[config.mk]
export PLATFORM = sky130hd
export DESIGN_NAME = base64_strict_decoder
export DESIGN_NICKNAME = d
export VERILOG_FILES = /design/src/rtl/b64d_pkg.sv /design/src/rtl/b64d_front.sv /design/src/rtl/b64d_fifo.sv /design/src/rtl/b64d_back.sv /design/src/rtl/base64_strict_decoder.sv
export SDC_FILE = /design/constraint.sdc
export NUM_CORES = 1
export LEC_CHECK = 0
export BUFFER_PORTS_ARGS = -buffer_cell sky130_fd_sc_hd__buf_2
export CAP_MARGIN = 10
export CORE_AREA = 10 10 133 135
export DETAILED_ROUTE_END_ITERATION = 12
export DIE_AREA = 0 0 143 145
export PLACE_DENSITY = 0.7
export SYNTH_ARGS = -nofsm -noshare
export SYNTH_HDL_FRONTEND = slang
export SYNTH_SLANG_ARGS = --single-unit
[constraint.sdc]
create_clock -name clock -period 5.1 [get_ports clock]
set_clock_uncertainty 0.15 [all_clocks]
set_input_delay 0.255 -clock clock [delete_from_list [all_inputs] [get_ports clock]]
set_output_delay 0.255 -clock clock [all_outputs]
set_load 0.02 [all_outputs]
[src/rtl/b64d_pkg.sv]
`timescale 1ns / 1ps
// Package for the strict base64 decoder: payload types, result codes,
// character classes and the character classifier. Depends on nothing.
package b64d_pkg;

   localparam logic [1:0] KIND_DATA = 2'd0;
   localparam logic [1:0] KIND_OK   = 2'd1;
   localparam logic [1:0] KIND_BAD  = 2'd2;

   localparam logic [6:0] CLS_INVALID = 7'd64;
   localparam logic [6:0] CLS_PAD     = 7'd65;
   localparam logic [6:0] CLS_SPACE   = 7'd66;

   localparam int SLOTS      = 4;
   localparam int FIFO_DEPTH = 4;
   localparam int PTR_W      = $clog2(FIFO_DEPTH);
   localparam int CNT_W      = $clog2(FIFO_DEPTH + 1);

   typedef struct packed {
      logic [7:0] in_char;
      logic       in_final;
   } req_type;

   typedef struct packed {
      logic [1:0] out_kind;
      logic [7:0] out_byte;
      logic       out_last;
   } rsp_type;

   typedef struct packed {
      logic [1:0] kind;
      logic [7:0] data;
   } slot_type;

   typedef struct packed {
      logic [1:0]           last_idx;
      slot_type [SLOTS-1:0] slots;
   } entry_type;

   function automatic logic [6:0] classify(input logic [7:0] c);
      logic [6:0] v;
      v = CLS_INVALID;
      if (c >= 8'h41 && c <= 8'h5A) begin
         v = 7'(c - 8'h41);
      end else if (c >= 8'h61 && c <= 8'h7A) begin
         v = 7'(c - 8'h61 + 8'd26);
      end else if (c >= 8'h30 && c <= 8'h39) begin
         v = 7'(c - 8'h30 + 8'd52);
      end else if (c == 8'h2B) begin
         v = 7'd62;
      end else if (c == 8'h2F) begin
         v = 7'd63;
      end else if (c == 8'h3D) begin
         v = CLS_PAD;
      end else if (c == 8'h09 || c == 8'h0A || c == 8'h0D || c == 8'h20) begin
         v = CLS_SPACE;
      end
      return v;
   endfunction

endpackage

[src/rtl/b64d_front.sv]
`timescale 1ns / 1ps
// Front end of the base64 decoder: classifies each character, keeps the group
// state and forms one queue entry of up to four results. Uses b64d_pkg.
module b64d_front (
   input  logic                clock,
   input  logic                reset,
   input  logic                accept,
   input  b64d_pkg::req_type   req,
   output logic                ent_push,
   output b64d_pkg::entry_type ent
);

   logic [5:0] held_ff [3];
   logic [5:0] held_in [3];
   logic [1:0] gc_ff, gc_in;
   logic       pad_ff, pad_in;
   logic       err_ff, err_in;

   logic [6:0] v;
   logic       active;
   logic [1:0] nd;
   logic       bad1;
   logic       status_en;
   logic       tail_en;
   logic [2:0] n;
   logic [1:0] tail_kind;
   logic [7:0] d [4];

   always_comb begin
      v         = b64d_pkg::classify(req.in_char);
      active    = !err_ff && !pad_ff;
      held_in   = held_ff;
      gc_in     = gc_ff;
      pad_in    = pad_ff;
      err_in    = err_ff;
      nd        = 2'd0;
      bad1      = 1'b0;
      d[0]      = {held_ff[0], held_ff[1][5:4]};
      d[1]      = {held_ff[1][3:0], held_ff[2][5:2]};
      d[2]      = {held_ff[2][1:0], v[5:0]};
      d[3]      = 8'd0;
      if (active) begin
         if (!v[6]) begin
            if (gc_ff == 2'd3) begin
               nd    = 2'd3;
               gc_in = 2'd0;
            end else begin
               held_in[gc_ff] = v[5:0];
               gc_in          = gc_ff + 2'd1;
            end
         end else if (v == b64d_pkg::CLS_PAD) begin
            if (gc_ff == 2'd2) begin
               nd     = 2'd1;
               pad_in = 1'b1;
            end else if (gc_ff == 2'd3) begin
               nd     = 2'd2;
               pad_in = 1'b1;
            end else begin
               bad1   = 1'b1;
               err_in = 1'b1;
            end
            gc_in = 2'd0;
         end else if (v == b64d_pkg::CLS_INVALID) begin
            bad1   = 1'b1;
            err_in = 1'b1;
         end
      end
      status_en = req.in_final && !err_in;
      tail_kind = bad1 ? b64d_pkg::KIND_BAD
                : ((gc_in != 2'd0) ? b64d_pkg::KIND_BAD : b64d_pkg::KIND_OK);
      tail_en   = bad1 || status_en;
      n         = {1'b0, nd} + {2'b00, tail_en};
      for (int i = 0; i < b64d_pkg::SLOTS; i++) begin
         if (i == int'(nd)) begin
            ent.slots[i].kind = tail_kind;
            ent.slots[i].data = 8'd0;
         end else begin
            ent.slots[i].kind = b64d_pkg::KIND_DATA;
            ent.slots[i].data = d[i];
         end
      end
      ent.last_idx = 2'(n - 3'd1);
      ent_push     = accept && (n != 3'd0);
      if (req.in_final) begin
         held_in = '{default: 6'd0};
         gc_in   = 2'd0;
         pad_in  = 1'b0;
         err_in  = 1'b0;
      end
   end

   always_ff @(posedge clock) begin
      if (reset) begin
         held_ff <= '{default: 6'd0};
         gc_ff   <= 2'd0;
         pad_ff  <= 1'b0;
         err_ff  <= 1'b0;
      end else if (accept) begin
         held_ff <= held_in;
         gc_ff   <= gc_in;
         pad_ff  <= pad_in;
         err_ff  <= err_in;
      end
   end

endmodule

[src/rtl/b64d_fifo.sv]
`timescale 1ns / 1ps
// Short entry queue between the decoder front and back ends.
// Uses b64d_pkg for the entry type and depth.
module b64d_fifo (
   input  logic                clock,
   input  logic                reset,
   input  logic                wr_en,
   input  b64d_pkg::entry_type wr_data,
   output logic                full,
   input  logic                rd_en,
   output logic                empty,
   output b64d_pkg::entry_type rd_data
);

   b64d_pkg::entry_type             mem_ff [b64d_pkg::FIFO_DEPTH];
   logic [b64d_pkg::PTR_W-1:0] wp_ff, wp_in;
   logic [b64d_pkg::PTR_W-1:0] rp_ff, rp_in;
   logic [b64d_pkg::CNT_W-1:0] cnt_ff, cnt_in;

   assign full    = (cnt_ff == b64d_pkg::CNT_W'(b64d_pkg::FIFO_DEPTH));
   assign empty   = (cnt_ff == '0);
   assign rd_data = mem_ff[rp_ff];

   always_comb begin
      wp_in  = wr_en ? wp_ff + b64d_pkg::PTR_W'(1) : wp_ff;
      rp_in  = rd_en ? rp_ff + b64d_pkg::PTR_W'(1) : rp_ff;
      cnt_in = cnt_ff + b64d_pkg::CNT_W'(wr_en) - b64d_pkg::CNT_W'(rd_en);
   end

   always_ff @(posedge clock) begin
      if (reset) begin
         wp_ff  <= '0;
         rp_ff  <= '0;
         cnt_ff <= '0;
      end else begin
         wp_ff  <= wp_in;
         rp_ff  <= rp_in;
         cnt_ff <= cnt_in;
      end
   end

   always_ff @(posedge clock) begin
      if (wr_en) begin
         mem_ff[wp_ff] <= wr_data;
      end
   end

endmodule

[src/rtl/b64d_back.sv]
`timescale 1ns / 1ps
// Base64 decoder back end: walks the head queue entry's slots and presents one
// result per cycle from an output register while popped. Uses b64d_pkg.
module b64d_back (
   input  logic                clock,
   input  logic                reset,
   input  logic                q_empty,
   input  b64d_pkg::entry_type q_data,
   output logic                q_pop,
   output logic                rsp_empty,
   input  logic                rsp_pop,
   output b64d_pkg::rsp_type   rsp_data
);

   logic                  valid_ff, valid_in;
   b64d_pkg::rsp_type     out_ff, out_in;
   logic [1:0]            idx_ff, idx_in;
   logic                  load;
   logic                  at_last;

   always_comb begin
      load     = !q_empty && (!valid_ff || rsp_pop);
      at_last  = (idx_ff == q_data.last_idx);
      q_pop    = load && at_last;
      valid_in = load || (valid_ff && !rsp_pop);
      idx_in   = idx_ff;
      out_in   = out_ff;
      if (load) begin
         out_in.out_kind = q_data.slots[idx_ff].kind;
         out_in.out_byte = q_data.slots[idx_ff].data;
         out_in.out_last = at_last;
         idx_in          = at_last ? 2'd0 : idx_ff + 2'd1;
      end
   end

   always_ff @(posedge clock) begin
      if (reset) begin
         valid_ff <= 1'b0;
         idx_ff   <= 2'd0;
      end else begin
         valid_ff <= valid_in;
         idx_ff   <= idx_in;
      end
   end

   always_ff @(posedge clock) begin
      out_ff <= out_in;
   end

   assign rsp_empty = !valid_ff;
   assign rsp_data  = out_ff;

endmodule

[src/rtl/base64_strict_decoder.sv]
`timescale 1ns / 1ps
// Top level of the strict base64 decoder.
// Depends on b64d_pkg, b64d_front, b64d_fifo and b64d_back.
//
// Characters enter on the request queue port: a transfer happens when push is
// high and full is low, one character per cycle with in_final on the last
// character of a string. Each character yields zero to four results, held as
// one entry in a four-entry queue between the classifier and the output side.
// Results leave on the response queue port: the oldest result is shown while
// empty is low and is transferred when pop is high. The output side gives one
// result per cycle while pop is high, so sustained input of one character per
// cycle holds as long as results average at most one per character; a final
// character that completes a group gives four results. When the queue and the
// output register are empty, the first result of a character passes through
// the entry queue and then the output register before it is shown. When the
// receiver stalls, the entry queue fills and full rises; nothing is dropped.
// Synchronous reset empties the queue and the output register and returns the
// decoder to the start of a string.
module base64_strict_decoder (
   input  logic              clock,
   input  logic              reset,
   input  logic              push,
   output logic              full,
   input  b64d_pkg::req_type req_data,
   output logic              empty,
   input  logic              pop,
   output b64d_pkg::rsp_type rsp_data
);

   logic                accept;
   logic                ent_push;
   b64d_pkg::entry_type ent;
   logic                q_empty;
   logic                q_pop;
   b64d_pkg::entry_type q_data;

   assign accept = push && !full;

   b64d_front u_front (
      .clock    (clock),
      .reset    (reset),
      .accept   (accept),
      .req      (req_data),
      .ent_push (ent_push),
      .ent      (ent)
   );

   b64d_fifo u_fifo (
      .clock   (clock),
      .reset   (reset),
      .wr_en   (ent_push),
      .wr_data (ent),
      .full    (full),
      .rd_en   (q_pop),
      .empty   (q_empty),
      .rd_data (q_data)
   );

   b64d_back u_back (
      .clock     (clock),
      .reset     (reset),
      .q_empty   (q_empty),
      .q_data    (q_data),
      .q_pop     (q_pop),
      .rsp_empty (empty),
      .rsp_pop   (pop),
      .rsp_data  (rsp_data)
   );

endmodule
==> key figures <==
Outcome
  – Result of the run: finished, final reports clean

Timing
  – Hold_ws: 0.1625 ns
  – Fmax: approximately 0.23 GHz
  – Setup repair after global routing missed its margin: false
  – Setup tns final: 0 ns
  – Final-report max-slew violation count: 0
  – Final hold violation count: 0
  – Relative slew margins: 0.3051
  – Final worst path period need: about 4.3 ns
  – Ratio of final minimum period to clock period: 0.8523
  – Finish-stage setup viols: 0
  – Worst-Margin Slew: between 1 and 1.5 ns

Clocking
  – Master cell of the clock root buffer: sky130_fd_sc_hd__clkbuf_16
  – Number of buffers on the longest clock path: 2
  – Count of buffers added by post-CTS timing repair for setup: 0
  – Number of CTS-inserted buffers: 17
  – Clock tree from TritonCTS: done
  – Number of buffers inserted by hold repair at cts: 1
  – Clock tree sinks: 181
  – Clock slew at the register clock pins of the worst setup and hold paths: 0.06 ns
  – Post-cts repair resize count: 0
  – Clock latency of the later-clocked register in the worst-skew pair: 0.43 ns
  – H-Tree Depth: 4

Synthesis
  – Number of flops mapped to enable cells by yosys: roughly 150
  – Top_reg_cell synth: sky130_fd_sc_hd__edfxtp_1
  – Number of warnings printed during yosys synthesis: 0
  – Instance count of the mapped netlist: 521
  – Sequential area share after synthesis: 0.6416
  – Synthesized area per cell: approximately 15 um2
  – Synth Register Bits: around 180
  – Synthesized area: between 7000 and 8000 um2
  – Async S/R FF share, synth: 0
  – Unique masters post-synth: 65

Drt
  – Number of DRC markers after the initial detailed-route iteration: around 460
  – Via count: between 4,000 and 5,000
  – Number of iterations in the first detailed-routing pass: 5
  – Antenna Violating Nets Remaining: 0
  – Post-detailed-routing wire length: ~16,000 um
  – Remaining design rule violation count: 0
  – Post-DR vias/cell: 6.011
  – Wire length per cell after detailed routing: slightly above 20 um

Power
  – Pleak: ~3 nW
  – Power per standard cell area: 467.7 nW/um2
  – Tot Pwr: ~4.2 mW
  – Peak supply drop: around 0.23 mV

Global routing
  – Via count of the first global-routing pass: 4,775
  – Number of antenna violations at the first check in global routing: 0
  – GRT Resource Usage Total: 0.1603
  – First-pass GRT wire length: approximately 26,000 um
  – Grt ovf: 0
  – Pin count of the biggest net entering global routing: 35

Final layout
  – Post-layout net count: approximately 600
  – Post-Layout Inst Area: between 8000 and 9000 um2
  – Final non-filler cell total: about 760
  – Leading cell types in the layout, fill and taps excluded: sky130_fd_sc_hd__edfxtp_1 (147), sky130_fd_sc_hd__mux4_2 (36), sky130_fd_sc_hd__nor2_1 (35)
  – Count of fill cells added during filler insertion: 1,129
  – Layout-stage area growth over the synthesis result: 12.82%
  – Share of cells above drive strength 1: 0.1979
  – Area taken by flip-flops and latches: around 5100 um2
  – Area of the multi-input gates: around 2700 um2
  – Antenna Diode Count: 0
  – Leading cell type in the layout, fill and taps excluded: sky130_fd_sc_hd__edfxtp_1

Run
  – Number of maximum-capacitance constraint violations: 0

Placed design
  – Count of buffers inserted at the top-level ports: 25
  – Half-perimeter wire length after detailed placement: between 9000 and 10,000 um
  – Total placed instance area: roughly 8400 um2
  – RD Place Congestion: about 0.86
  – Cell count after placement: 726

Critical path
  – Launching element type of the critical path: primary input
  – Required time reported for the critical path endpoint: 5.24 ns
  – Category of the worst setup path capture point: flip-flop
  – Critical path start-end classification: in -> reg
  – Maximum fanout along the worst path: 9
  – Arrival time of the worst setup path: ~4.5 ns

Floorplanning
  – Chip width: about 140 um
  – I/O pin count: 26
  – Core outline area: ~15,000 um2
  – Die height: approximately 150 um
  – Floorplan die area: ~21,000 um2
  – Initial cell density of the core: 0.5283
  – Count of standard-cell rows: 45

Worst hold path
  – Class of the worst hold path: in -> reg
logic make-up after synthesis:
family	share of synthesized area
flops	0.6416
simple gates	0.07893
compound gates	0.08130
buf+inv	0.02568
mux	0.1185
fa+ha+maj	0.04033
xor+xnor	0.01323
other cells	0.0004722
metrics by stage:
step                        util  setup WS, ns
after floorplan                -        0.7105
after global placement    0.5558        0.4898
after detailed placement  0.5558        0.3495
after CTS                 0.5960        0.7790
after global routing      0.5960        0.2727
final                     0.5960        0.7535
worst paths after layout:
path,from,cells after the start,to,slack [ns]
setup reg to reg,u_front.gc_ff[0],17,u_fifo.cnt_ff[2],1.39
hold reg to reg,u_back.valid_ff,2,u_back.valid_ff,0.32
setup / recovery,req_data[1],22,u_fifo.cnt_ff[2],0.75
hold / removal,req_data[0],3,u_front.gc_ff[1],0.16
worst max-delay path, cell delays in order:
cell	delay (ns)
sky130_fd_sc_hd__buf_2	0.15
sky130_fd_sc_hd__inv_1	0.19
sky130_fd_sc_hd__ha_1	0.29
sky130_fd_sc_hd__nand3b_4	0.11
sky130_fd_sc_hd__o211a_1	0.26
sky130_fd_sc_hd__a221oi_4	0.43
sky130_fd_sc_hd__a32oi_1	0.19
sky130_fd_sc_hd__nor3_2	0.35
sky130_fd_sc_hd__nand4_1	0.24
sky130_fd_sc_hd__o21ai_0	0.17
sky130_fd_sc_hd__ha_1	0.18
sky130_fd_sc_hd__ha_1	0.12
sky130_fd_sc_hd__inv_1	0.04
sky130_fd_sc_hd__ha_1	0.16
sky130_fd_sc_hd__a21oi_1	0.15
sky130_fd_sc_hd__inv_1	0.06
sky130_fd_sc_hd__ha_1	0.27
sky130_fd_sc_hd__inv_1	0.04
sky130_fd_sc_hd__ha_1	0.20
sky130_fd_sc_hd__fa_1	0.40
sky130_fd_sc_hd__xnor2_1	0.16
sky130_fd_sc_hd__nor2_1	0.05
power by group:
| group | leakage (nW) | switching [mW] | internal (mW) |
|---|---|---|---|
| Sequential | 1.58 | 0.0649 | 1.82 |
| Combinational | 1.21 | 0.582 | 0.435 |
| Clock | 0.293 | 0.516 | 0.773 |
| Total | 3.08 | 1.16 | 3.03 |
cell type report:
type | count | area share
flip-flops and latches | 181 | 0.5688
multi-input cells | 290 | 0.2962
clock buffers | 27 | 0.05977
repair buffers | 36 | 0.02905
well taps | 188 | 0.02625
inverters | 32 | 0.01341
clock inverters | 5 | 0.006563
sequential cells by signal (all words and copies together), names as in the netlist, named ones only:
| signal | flops |
|---|---|
| u_front.pad_ff | 1 |
| u_fifo.wp_ff | 2 |
| u_front.d | 18 |
| u_front.gc_ff | 2 |
| u_back.idx_ff | 2 |
| u_fifo.mem_ff | 136 |
| u_back.valid_ff | 1 |
| u_fifo.cnt_ff | 3 |
| u_fifo.rp_ff | 2 |
| u_back.rsp_data | 11 |
| u_front.err_ff | 1 |
synthesized netlist by cell type, drive strengths merged, types with 3 or more instances:
cell    instances  area (um2)
a22o            8       70.07
o211ai          3       22.52
buf            10       42.54
nor3           12       70.07
mux2i          13       130.1
a21o            3       22.52
a31oi           3       18.77
o22ai           8       50.05
xor2            4       35.03
and2           25       156.4
nor2b           4       25.02
edfxtp        147        4414
mux4           36       810.8
inv            32       120.1
nand2          12       45.04
clkbuf         11       41.29
xnor2           8       70.07
a221oi          3       43.80
dfxtp          34       680.7
a22oi          15       112.6
ha             24       300.3
nor4b           3       41.29
o21ai          12       63.81
a21oi          16       83.83
nor2           36       137.6
metal layers:
metal | share of wire | routed length (um) | track usage | vias to the layer above
li1 | - | - | - | 2085
met1 | 0.44 | 6846 | 0.2085 | 2319
met2 | 0.50 | 7886 | 0.2529 | 138
met3 | 0.042 | 659 | 0.03488 | 20
met4 | 0.021 | 337 | 0.06863 | 0
met5 | 0 | 0 | 0 | -
Power figures use the tool's default switching activity.
